### src/rtl/ipv4p_pkg.sv
// ----------------------------------------------------------------------------
// ipv4p_pkg
// Shared types and constants of the dotted IPv4 address parser.
// ----------------------------------------------------------------------------
package ipv4p_pkg;

  localparam int unsigned CHAR_W    = 8;
  localparam int unsigned ADDR_W    = 32;
  localparam int unsigned VALUE_W   = 34;
  localparam int unsigned PROD_W    = 38;
  localparam int unsigned IDX_W     = 3;
  localparam int unsigned LEN_W     = 4;

  // Longest part in characters, prefix included.
  localparam logic [LEN_W-1:0] MAX_PART_CHARS = LEN_W'(10);
  localparam logic [LEN_W-1:0] LEN_SAT        = '1;

  localparam logic [CHAR_W-1:0] CHR_NUL     = 8'h00;
  localparam logic [CHAR_W-1:0] CHR_DOT     = 8'h2e;
  localparam logic [CHAR_W-1:0] CHR_ZERO    = 8'h30;
  localparam logic [CHAR_W-1:0] CHR_ONE     = 8'h31;
  localparam logic [CHAR_W-1:0] CHR_NINE    = 8'h39;
  localparam logic [CHAR_W-1:0] CHR_UC_A    = 8'h41;
  localparam logic [CHAR_W-1:0] CHR_UC_F    = 8'h46;
  localparam logic [CHAR_W-1:0] CHR_UC_X    = 8'h58;
  localparam logic [CHAR_W-1:0] CHR_LC_A    = 8'h61;
  localparam logic [CHAR_W-1:0] CHR_LC_F    = 8'h66;
  localparam logic [CHAR_W-1:0] CHR_LC_X    = 8'h78;

  localparam logic [1:0] RADIX_DEC = 2'd0;
  localparam logic [1:0] RADIX_OCT = 2'd1;
  localparam logic [1:0] RADIX_HEX = 2'd2;

  localparam logic [1:0] PH_START  = 2'd0;
  localparam logic [1:0] PH_ZERO   = 2'd1;
  localparam logic [1:0] PH_X      = 2'd2;
  localparam logic [1:0] PH_DIGITS = 2'd3;

  localparam logic [7:0] BYTE_MAX  = 8'hff;
  localparam logic [PROD_W-1:0] VALUE_CAP = PROD_W'(64'h1_0000_0000);
  localparam logic [IDX_W-1:0]  PARTS_MAX = IDX_W'(4);

  typedef struct packed {
    logic [ADDR_W-1:0]  acc;
    logic [VALUE_W-1:0] value;
    logic [IDX_W-1:0]   idx;
    logic [LEN_W-1:0]   len;
    logic [1:0]         radix;
    logic [1:0]         phase;
    logic               err;
    logic               ign;
  } parse_state_t;

  typedef struct packed {
    logic [ADDR_W-1:0] address;
    logic              error;
  } parse_result_t;

  localparam parse_state_t STATE_RESET = '{
    acc:   '0,
    value: '0,
    idx:   '0,
    len:   '0,
    radix: RADIX_DEC,
    phase: PH_START,
    err:   1'b0,
    ign:   1'b0
  };

endpackage

### src/rtl/ipv4p_ifs.sv
// ----------------------------------------------------------------------------
// ipv4p_ifs
// Valid/ready channels of the address parser: character in, address out.
// ----------------------------------------------------------------------------
interface ipv4p_in_if;
  logic       valid;
  logic       ready;
  logic [7:0] character;

  modport source (output valid, output character, input ready);
  modport sink   (input valid, input character, output ready);
endinterface

interface ipv4p_out_if;
  logic        valid;
  logic        ready;
  logic [31:0] address;
  logic        error;

  modport source (output valid, output address, output error, input ready);
  modport sink   (input valid, input address, input error, output ready);
endinterface

### src/rtl/ipv4p_step.sv
// ----------------------------------------------------------------------------
// ipv4p_step
// Next-state and result logic for one character of the address string.
// ----------------------------------------------------------------------------
module ipv4p_step
  import ipv4p_pkg::*;
#(
  parameter logic [LEN_W-1:0] MAX_CHARS = MAX_PART_CHARS
)
(
  input  parse_state_t        cur,
  input  logic [CHAR_W-1:0]   ch,
  output parse_state_t        nxt,
  output parse_result_t       res
);

  logic              is_dec;
  logic              is_lc;
  logic              is_uc;
  logic [3:0]        dig;
  logic              dig_ok;
  logic [PROD_W-1:0] v_ext;
  logic [PROD_W-1:0] prod;
  logic [LEN_W-1:0]  len_inc;
  logic              complete;
  logic              last_ovf;
  logic [1:0]        idx2;
  logic [ADDR_W-1:0] swapped;
  logic [ADDR_W-1:0] lane_mask;
  logic              fin_err;
  logic [ADDR_W-1:0] fin_acc;

  assign idx2     = cur.idx[1:0];
  assign complete = (cur.phase == PH_ZERO) || (cur.phase == PH_DIGITS);

  // digit decode
  assign is_dec = (ch >= CHR_ZERO) && (ch <= CHR_NINE);
  assign is_lc  = (ch >= CHR_LC_A) && (ch <= CHR_LC_F);
  assign is_uc  = (ch >= CHR_UC_A) && (ch <= CHR_UC_F);

  always_comb begin
    dig = 4'd0;
    if (is_dec) begin
      dig = 4'(ch - CHR_ZERO);
    end else if (is_lc) begin
      dig = 4'(ch - CHR_LC_A + 8'd10);
    end else if (is_uc) begin
      dig = 4'(ch - CHR_UC_A + 8'd10);
    end
  end

  always_comb begin
    case (cur.radix)
      RADIX_HEX: dig_ok = is_dec || is_lc || is_uc;
      RADIX_OCT: dig_ok = is_dec && (dig < 4'd8);
      default:   dig_ok = is_dec;
    endcase
  end

  // value * base + digit, saturating at 2^32
  assign v_ext = PROD_W'(cur.value);
  always_comb begin
    case (cur.radix)
      RADIX_HEX: prod = (v_ext << 4) + PROD_W'(dig);
      RADIX_OCT: prod = (v_ext << 3) + PROD_W'(dig);
      default:   prod = (v_ext << 3) + (v_ext << 1) + PROD_W'(dig);
    endcase
  end

  assign len_inc = (cur.len == LEN_SAT) ? cur.len : cur.len + LEN_W'(1);

  // last part must fit in the bytes left after the completed parts
  always_comb begin
    case (idx2)
      2'd0:    last_ovf = |cur.value[VALUE_W-1:32];
      2'd1:    last_ovf = |cur.value[VALUE_W-1:24];
      2'd2:    last_ovf = |cur.value[VALUE_W-1:16];
      default: last_ovf = |cur.value[VALUE_W-1:8];
    endcase
  end

  // byte k of the address takes byte 3-k of the value, for k at or above idx
  assign swapped   = {cur.value[7:0], cur.value[15:8], cur.value[23:16], cur.value[31:24]};
  assign lane_mask = {ADDR_W{1'b1}} << {idx2, 3'b000};

  always_comb begin
    fin_err = cur.err;
    fin_acc = cur.acc;
    if (!cur.err && !cur.ign) begin
      if (!complete || last_ovf) begin
        fin_err = 1'b1;
      end else begin
        fin_acc = cur.acc | (swapped & lane_mask);
      end
    end
  end

  assign res.error   = fin_err;
  assign res.address = fin_err ? {ADDR_W{1'b1}} : fin_acc;

  always_comb begin
    nxt = cur;
    if (ch == CHR_NUL) begin
      nxt = STATE_RESET;
    end else if (cur.err || cur.ign) begin
      nxt = cur;
    end else if (ch == CHR_DOT) begin
      if (!complete || (cur.value > VALUE_W'(BYTE_MAX))) begin
        nxt.err = 1'b1;
      end else begin
        nxt.acc   = cur.acc | (ADDR_W'(cur.value[7:0]) << {idx2, 3'b000});
        nxt.idx   = cur.idx + IDX_W'(1);
        nxt.ign   = (cur.idx + IDX_W'(1)) >= PARTS_MAX;
        nxt.value = '0;
        nxt.len   = '0;
        nxt.radix = RADIX_DEC;
        nxt.phase = PH_START;
      end
    end else begin
      nxt.len = len_inc;
      if (len_inc > MAX_CHARS) begin
        nxt.err = 1'b1;
      end else if (cur.phase == PH_START) begin
        if (ch == CHR_ZERO) begin
          nxt.radix = RADIX_OCT;
          nxt.phase = PH_ZERO;
          nxt.value = '0;
        end else if ((ch >= CHR_ONE) && (ch <= CHR_NINE)) begin
          nxt.radix = RADIX_DEC;
          nxt.phase = PH_DIGITS;
          nxt.value = VALUE_W'(dig);
        end else begin
          nxt.err = 1'b1;
        end
      end else if ((cur.phase == PH_ZERO) && ((ch == CHR_LC_X) || (ch == CHR_UC_X))) begin
        nxt.radix = RADIX_HEX;
        nxt.phase = PH_X;
      end else if (!dig_ok) begin
        nxt.err = 1'b1;
      end else begin
        nxt.value = (prod > VALUE_CAP) ? VALUE_W'(VALUE_CAP) : VALUE_W'(prod);
        nxt.phase = PH_DIGITS;
      end
    end
  end

endmodule

### src/rtl/ipv4_dotted_address_parser.sv
// ----------------------------------------------------------------------------
// ipv4_dotted_address_parser
// Parses a NUL-terminated dotted IPv4 address string, one character a beat.
// ----------------------------------------------------------------------------
// Input channel in_ch: one character per beat. Decimal, octal (leading 0)
// and hex (0x) parts separated by dots; a zero character ends the string.
// Output channel out_ch: one beat per string, sent for the terminating NUL,
// carrying the address (first part in the low byte) and an error flag.
// On error the address reads all ones.
// Throughput: one character per cycle while no NUL is held back, with the parse
// state register updated per character; the digit step is a shift-add by 8, 10 or 16.
// Result path: an accepted NUL goes into the input register, then into the
// result register once that register is free; the result beat is then valid.
// Stall: characters other than the NUL keep flowing while a result waits;
// a NUL sits in the input register until the result register frees up, and
// in_ch.ready drops behind it.
// Reset: clears the parse state and both valid flags; no result is pending.
// ----------------------------------------------------------------------------
module ipv4_dotted_address_parser
  import ipv4p_pkg::*;
#(
  parameter logic [LEN_W-1:0] MAX_CHARS = MAX_PART_CHARS
)
(
  input  logic        clk,
  input  logic        rst_n,
  ipv4p_in_if.sink    in_ch,
  ipv4p_out_if.source out_ch
);

  logic                s1_valid_r;
  logic [CHAR_W-1:0]   s1_char_r;
  parse_state_t        state_r;
  parse_state_t        state_nxt;
  parse_result_t       res_nxt;
  logic                out_valid_r;
  logic [ADDR_W-1:0]   out_address_r;
  logic                out_error_r;
  logic                s1_nul;
  logic                s1_go;
  logic                in_ready;

  assign s1_nul   = (s1_char_r == CHR_NUL);
  assign s1_go    = s1_valid_r && (!s1_nul || !out_valid_r || out_ch.ready);
  assign in_ready = !s1_valid_r || s1_go;

  assign in_ch.ready    = in_ready;
  assign out_ch.valid   = out_valid_r;
  assign out_ch.address = out_address_r;
  assign out_ch.error   = out_error_r;

  ipv4p_step #(
    .MAX_CHARS (MAX_CHARS)
  ) u_step (
    .cur (state_r),
    .ch  (s1_char_r),
    .nxt (state_nxt),
    .res (res_nxt)
  );

  always_ff @(posedge clk) begin
    if (!rst_n) begin
      s1_valid_r <= 1'b0;
    end else if (in_ready) begin
      s1_valid_r <= in_ch.valid;
    end
  end

  always_ff @(posedge clk) begin
    if (in_ready) begin
      s1_char_r <= in_ch.character;
    end
  end

  always_ff @(posedge clk) begin
    if (!rst_n) begin
      state_r <= STATE_RESET;
    end else if (s1_go) begin
      state_r <= state_nxt;
    end
  end

  always_ff @(posedge clk) begin
    if (!rst_n) begin
      out_valid_r <= 1'b0;
    end else if (s1_go && s1_nul) begin
      out_valid_r <= 1'b1;
    end else if (out_ch.ready) begin
      out_valid_r <= 1'b0;
    end
  end

  always_ff @(posedge clk) begin
    if (s1_go && s1_nul) begin
      out_address_r <= res_nxt.address;
      out_error_r   <= res_nxt.error;
    end
  end

endmodule

### src/flat_wrapper.sv
// flat-port wrapper written by rule: the top's interface ports become plain ports
module ipv4_dotted_address_parser_flat import ipv4p_pkg::*;
#(
  parameter logic [LEN_W-1:0] MAX_CHARS = MAX_PART_CHARS
)
  (clk, rst_n, in_ch_valid, in_ch_character, in_ch_ready, out_ch_valid, out_ch_address, out_ch_error, out_ch_ready);
  ipv4p_in_if in_ch_i ();
  ipv4p_out_if out_ch_i ();
  input  logic clk;
  input  logic rst_n;
  input wire logic [$bits(in_ch_i.valid)-1:0] in_ch_valid;
  input wire logic [$bits(in_ch_i.character)-1:0] in_ch_character;
  output wire logic [$bits(in_ch_i.ready)-1:0] in_ch_ready;
  output wire logic [$bits(out_ch_i.valid)-1:0] out_ch_valid;
  output wire logic [$bits(out_ch_i.address)-1:0] out_ch_address;
  output wire logic [$bits(out_ch_i.error)-1:0] out_ch_error;
  input wire logic [$bits(out_ch_i.ready)-1:0] out_ch_ready;
  assign in_ch_i.valid = in_ch_valid;
  assign in_ch_i.character = in_ch_character;
  assign in_ch_ready = in_ch_i.ready;
  assign out_ch_valid = out_ch_i.valid;
  assign out_ch_address = out_ch_i.address;
  assign out_ch_error = out_ch_i.error;
  assign out_ch_i.ready = out_ch_ready;
  ipv4_dotted_address_parser #(.MAX_CHARS(MAX_CHARS)) u_core (.clk(clk), .rst_n(rst_n), .in_ch(in_ch_i), .out_ch(out_ch_i));
endmodule
### config.mk
export PLATFORM = sky130hd
export DESIGN_NAME = ipv4_dotted_address_parser_flat
export DESIGN_NICKNAME = d
export VERILOG_FILES = /design/src/rtl/ipv4p_pkg.sv /design/src/rtl/ipv4p_ifs.sv /design/src/rtl/ipv4p_step.sv /design/src/rtl/ipv4_dotted_address_parser.sv /design/src/flat_wrapper.sv
export SDC_FILE = /design/constraint.sdc
export NUM_CORES = 1
export LEC_CHECK = 0
export BUFFER_PORTS_ARGS = -buffer_cell sky130_fd_sc_hd__clkbuf_2
export CAP_MARGIN = 15
export CORE_ASPECT_RATIO = 0.75
export CORE_MARGIN = 1.5
export CORE_UTILIZATION = 30
export DETAILED_ROUTE_END_ITERATION = 12
export SYNTH_ARGS = -nofsm -noshare
export SYNTH_HDL_FRONTEND = slang
export SYNTH_SLANG_ARGS = --single-unit
### constraint.sdc
create_clock -name clk -period 6.2 [get_ports clk]
set_clock_uncertainty 0.15 [all_clocks]
set_input_delay 0.31 -clock clk [delete_from_list [all_inputs] [get_ports clk]]
set_output_delay 0.31 -clock clk [all_outputs]
set_load 0.005 [all_outputs]
==> results.ini <==
[outcome]
status = finished clean

[critical_path]
crit_path_cell_trace = or4b_1 -> a311o_2 -> o21ai_1 -> fa_1 -> ha_1 -> nand3_1 -> a211oi_1 -> nor2_1 -> o31ai_1 -> xor2_1 -> a21oi_1 -> nand4_1 -> nor4bb_4 -> a41oi_2 -> buf_12 -> or4b_1 -> a21boi_1
r2r-end = u_core.state_r[21]
critical_path.startpoint_type = flip-flop
cp_data_required_time_ns = 6.41
r2r_start = u_core.s1_char_r[3]
critical-path-top-delay-family = compound AO/OA/AOI/OAI gates
crit_path_end_kind = flip-flop
critPathMostFrequentCell = or4b_1
crit_buf_inv = 1
cp.arrival_ns = 6.11
slowest_stage = or4b_1
r2r_cells = 17
r2r_slack_ns = 0.30
crit_fanout = 25
criticalPathCategory = reg2reg
max_stage_delay_ns = 0.56

[timing]
setup_tns_ns = 0
drv_slew = 0
tightestPinTransition_ns = 1.15
hold_violations = 0
setup_viol = 0
rsz0062_at_grt = no
slew_headroom_pct = 23.6
min_period_ns = 5.90
clock.fmax_ghz = 0.170
post-route-period-util_pct = 95.1

[global_routing]
grt_pass1_wl_um = 48400
grt_pass1_vias = 8606
grt_remaining_overflow = 0
grt_use_total_pct = 18.2
grt_max_degree = 63
antenna_found_initial = 0

[pwr]
power_frac_clock_pct = 53.1
p_leak_nw = 4.25
p_sw_uw = 451
p_per_area_mw_per_mm2 = 174
seqPwrFrac_pct = 43.6
peakVddDrop_uv = 187
power_mw = 1.90
internal-power_mw = 1.45
power_frac_comb_pct = 3.3
swShare_pct = 23.8

[yosys]
avgSynthCellArea_um2 = 8.24
syn_inst = 1178
async_flop_share_pct = 0
synth_cell_types = 94
synthesis.area_mm2 = 0.00971
synthTopCellsByCount = nand2_1, nor2_1, a21oi_1
synth_top_cell_by_area = dfxtp_1
synth_seq_area_share_pct = 29.2
synthTopCellsByArea = dfxtp_1, edfxtp_1, ha_1
synthXorXnorAreaFrac_pct = 3.16
synth_edf_count = 41
synth-simple-area-share_pct = 23.3
synth_fa_ha_area_share_pct = 11.1
ys.flop_type = dfxtp_1
yosysMostFrequentCell = nand2_1
synth.mux.area_fraction_pct = 1.15
synth_compound_area_share_pct = 27.3
ys_ff_latch = 121
synth_fp_nets = 1275
yosysWarnings = 0
synth_top_family_by_area = compound AO/OA/AOI/OAI gates
synth_top_area_share_pct = 16.5

[placement]
io_buffer_count = 46
globalplace.congestion = 0.883
dp_hpwl_um = 22400

[hold_path]
worstHoldPathType = in2reg
holdPathEnd = u_core.out_ch.valid
holdPathStages = 3
hold_path.startpoint = out_ch_ready

[clocking]
postCtsSetupBuffers = 0
cts-htree-levels = 4
cts.sinks = 121
cts.clk_slew.worst_paths_ns = 0.06
cts_tree = done
clock_path_buffers = 2
clk_latency_ns = 0.43
cts_root_buffer = clkbuf_16
cts_buffers = 17

[route]
drcViolationCount = 0
drtIter0Drc = 873
wl_per_cell_um = 18.9
vias = 9345
first_pass_iters = 6
finalWirelength_um = 30300
postRouteAntennaNets = 0
post_drt_via_cell_ratio = 5.82

[floorplan]
core_mm2 = 0.0315
start_util_pct = 30.8
die_y_um = 159
dieArea_mm2 = 0.0335
die_w_um = 211
num_rows = 56
pin_count = 47

[finish]
syn_to_final_growth_pct = 12.5
fin_nets = 1284
n_fill_cell = 3243
drive_gt1_share_pct = 10.9
diodes = 0

[job]
drv_cap = 0

[layout by cell type, fill, tap and decap left out, types with 12 or more instances in the layout]
cell type and instances:
nand2_1 127, nor2_1 103, a21oi_1 99, ha_1 82
dfxtp_1 80, o21ai_0 46, clkbuf_2 46, edfxtp_1 41
nand3_1 40, a211o_1 34, nor3_1 30, and2_1 30
inv_1 28, nand4_1 28, o41ai_1 23, xnor2_1 21
a21o_1 18, clkbuf_16 17, nand2b_1 15, o211ai_1 14
xor2_1 14, buf_4 14, o31ai_1 13, a21boi_0 12
o21a_1 12
[worst reg2reg max path: stages, from the launching register on]
cell and delay, ns:
edfxtp_1 0.48, or4b_1 0.56, a311o_2 0.43, o21ai_1 0.27
fa_1 0.51, ha_1 0.29, nand3_1 0.13, a211oi_1 0.50
nor2_1 0.19, o31ai_1 0.30, xor2_1 0.11, a21oi_1 0.19
nand4_1 0.17, nor4bb_4 0.41, a41oi_2 0.21, buf_12 0.21
or4b_1 0.53, a21boi_1 0.16
[stage by stage]
stage	hold slack, ns	util, %	setup slack [ns]	std cells	area (um^2)
3_3_place_gp	0.298	32.4	0.502	1565	10200
4_1_cts	0.0184	34.6	0.176	1606	10900
2_1_floorplan	0.259	-	1.09	1178	9710
5_1_grt	0.0537	34.6	0.0104	1606	10900
6_report	0.0307	34.6	0.304	1606	10900
3_5_place_dp	0.307	32.4	0.220	1565	10200
[power groups by stage]
stage | Combinational [mW] | Sequential [mW] | Clock, mW
global placement | 0.0549 | 0.845 | 0
finish | 0.0621 | 0.828 | 1.01
global route | 0.0682 | 0.829 | 1.05
CTS | 0.0603 | 0.828 | 1.02
floorplan | 0.0396 | 0.843 | 0
detailed placement | 0.0553 | 0.845 | 0
[registers in the layout (all words and copies together) (netlist names)]
| signal | count |
|---|---|
| u_core.out_ch.address | 32 |
| u_core.out_ch.valid | 1 |
| u_core.s1_valid_r | 1 |
| u_core.out_ch.error | 1 |
| u_core.s1_char_r | 8 |
| u_core.state_r | 78 |
[worst max path at each step]
stage / start / end / slack (ns) / cells after the start
3_5_place_dp: u_core.s1_char_r[1] / u_core.state_r[21] / 0.22 / 20
6_report: u_core.s1_char_r[3] / u_core.state_r[21] / 0.30 / 17
4_1_cts: u_core.s1_char_r[1] / u_core.state_r[21] / 0.18 / 20
3_3_place_gp: u_core.s1_char_r[1] / u_core.state_r[44] / 0.50 / 20
2_1_floorplan: u_core.s1_char_r[3] / u_core.state_r[22] / 1.09 / 22
5_1_grt: u_core.s1_char_r[1] / u_core.state_r[44] / 0.01 / 20
[cell type report]
class,instances,area (um^2),area share [%]
Multi-Input combinational cell,949,6440,59.0
Timing Repair Buffer,70,445,4.08
Inverter,28,105,0.962
Tap cell,406,508,4.65
Clock inverter,15,164,1.50
Clock buffer,17,425,3.89
Sequential cell,121,2830,25.9
[logic make-up (layout without fill, tap and decap cells)]
logic type,Yosys count,after routing
fa+ha+maj,85,85
xor+xnor,35,35
simple gates,446,446
compound gates,372,372
buf+inv,108,130
mux,11,11
flops,121,121
[what timing repair did]
action | in CTS | in global routing
endpoints found under the hold margin | 9 | 0
endpoints found under the setup margin | 0 | 32
resized for setup | 0 | 4
hold buffers | 9 | 0
[layer usage]
metal | GRT usage [%] | routed length, um | vias to the layer above
met1 | 28.5 | 15300 | 4443
met3 | 4.00 | 2670 | 36
met2 | 25.1 | 12000 | 410
met4 | 3.02 | 375 | 0
met5 | 0.150 | 0 | -
li1 | - | - | 4456
(Power assumes the default switching activity.)
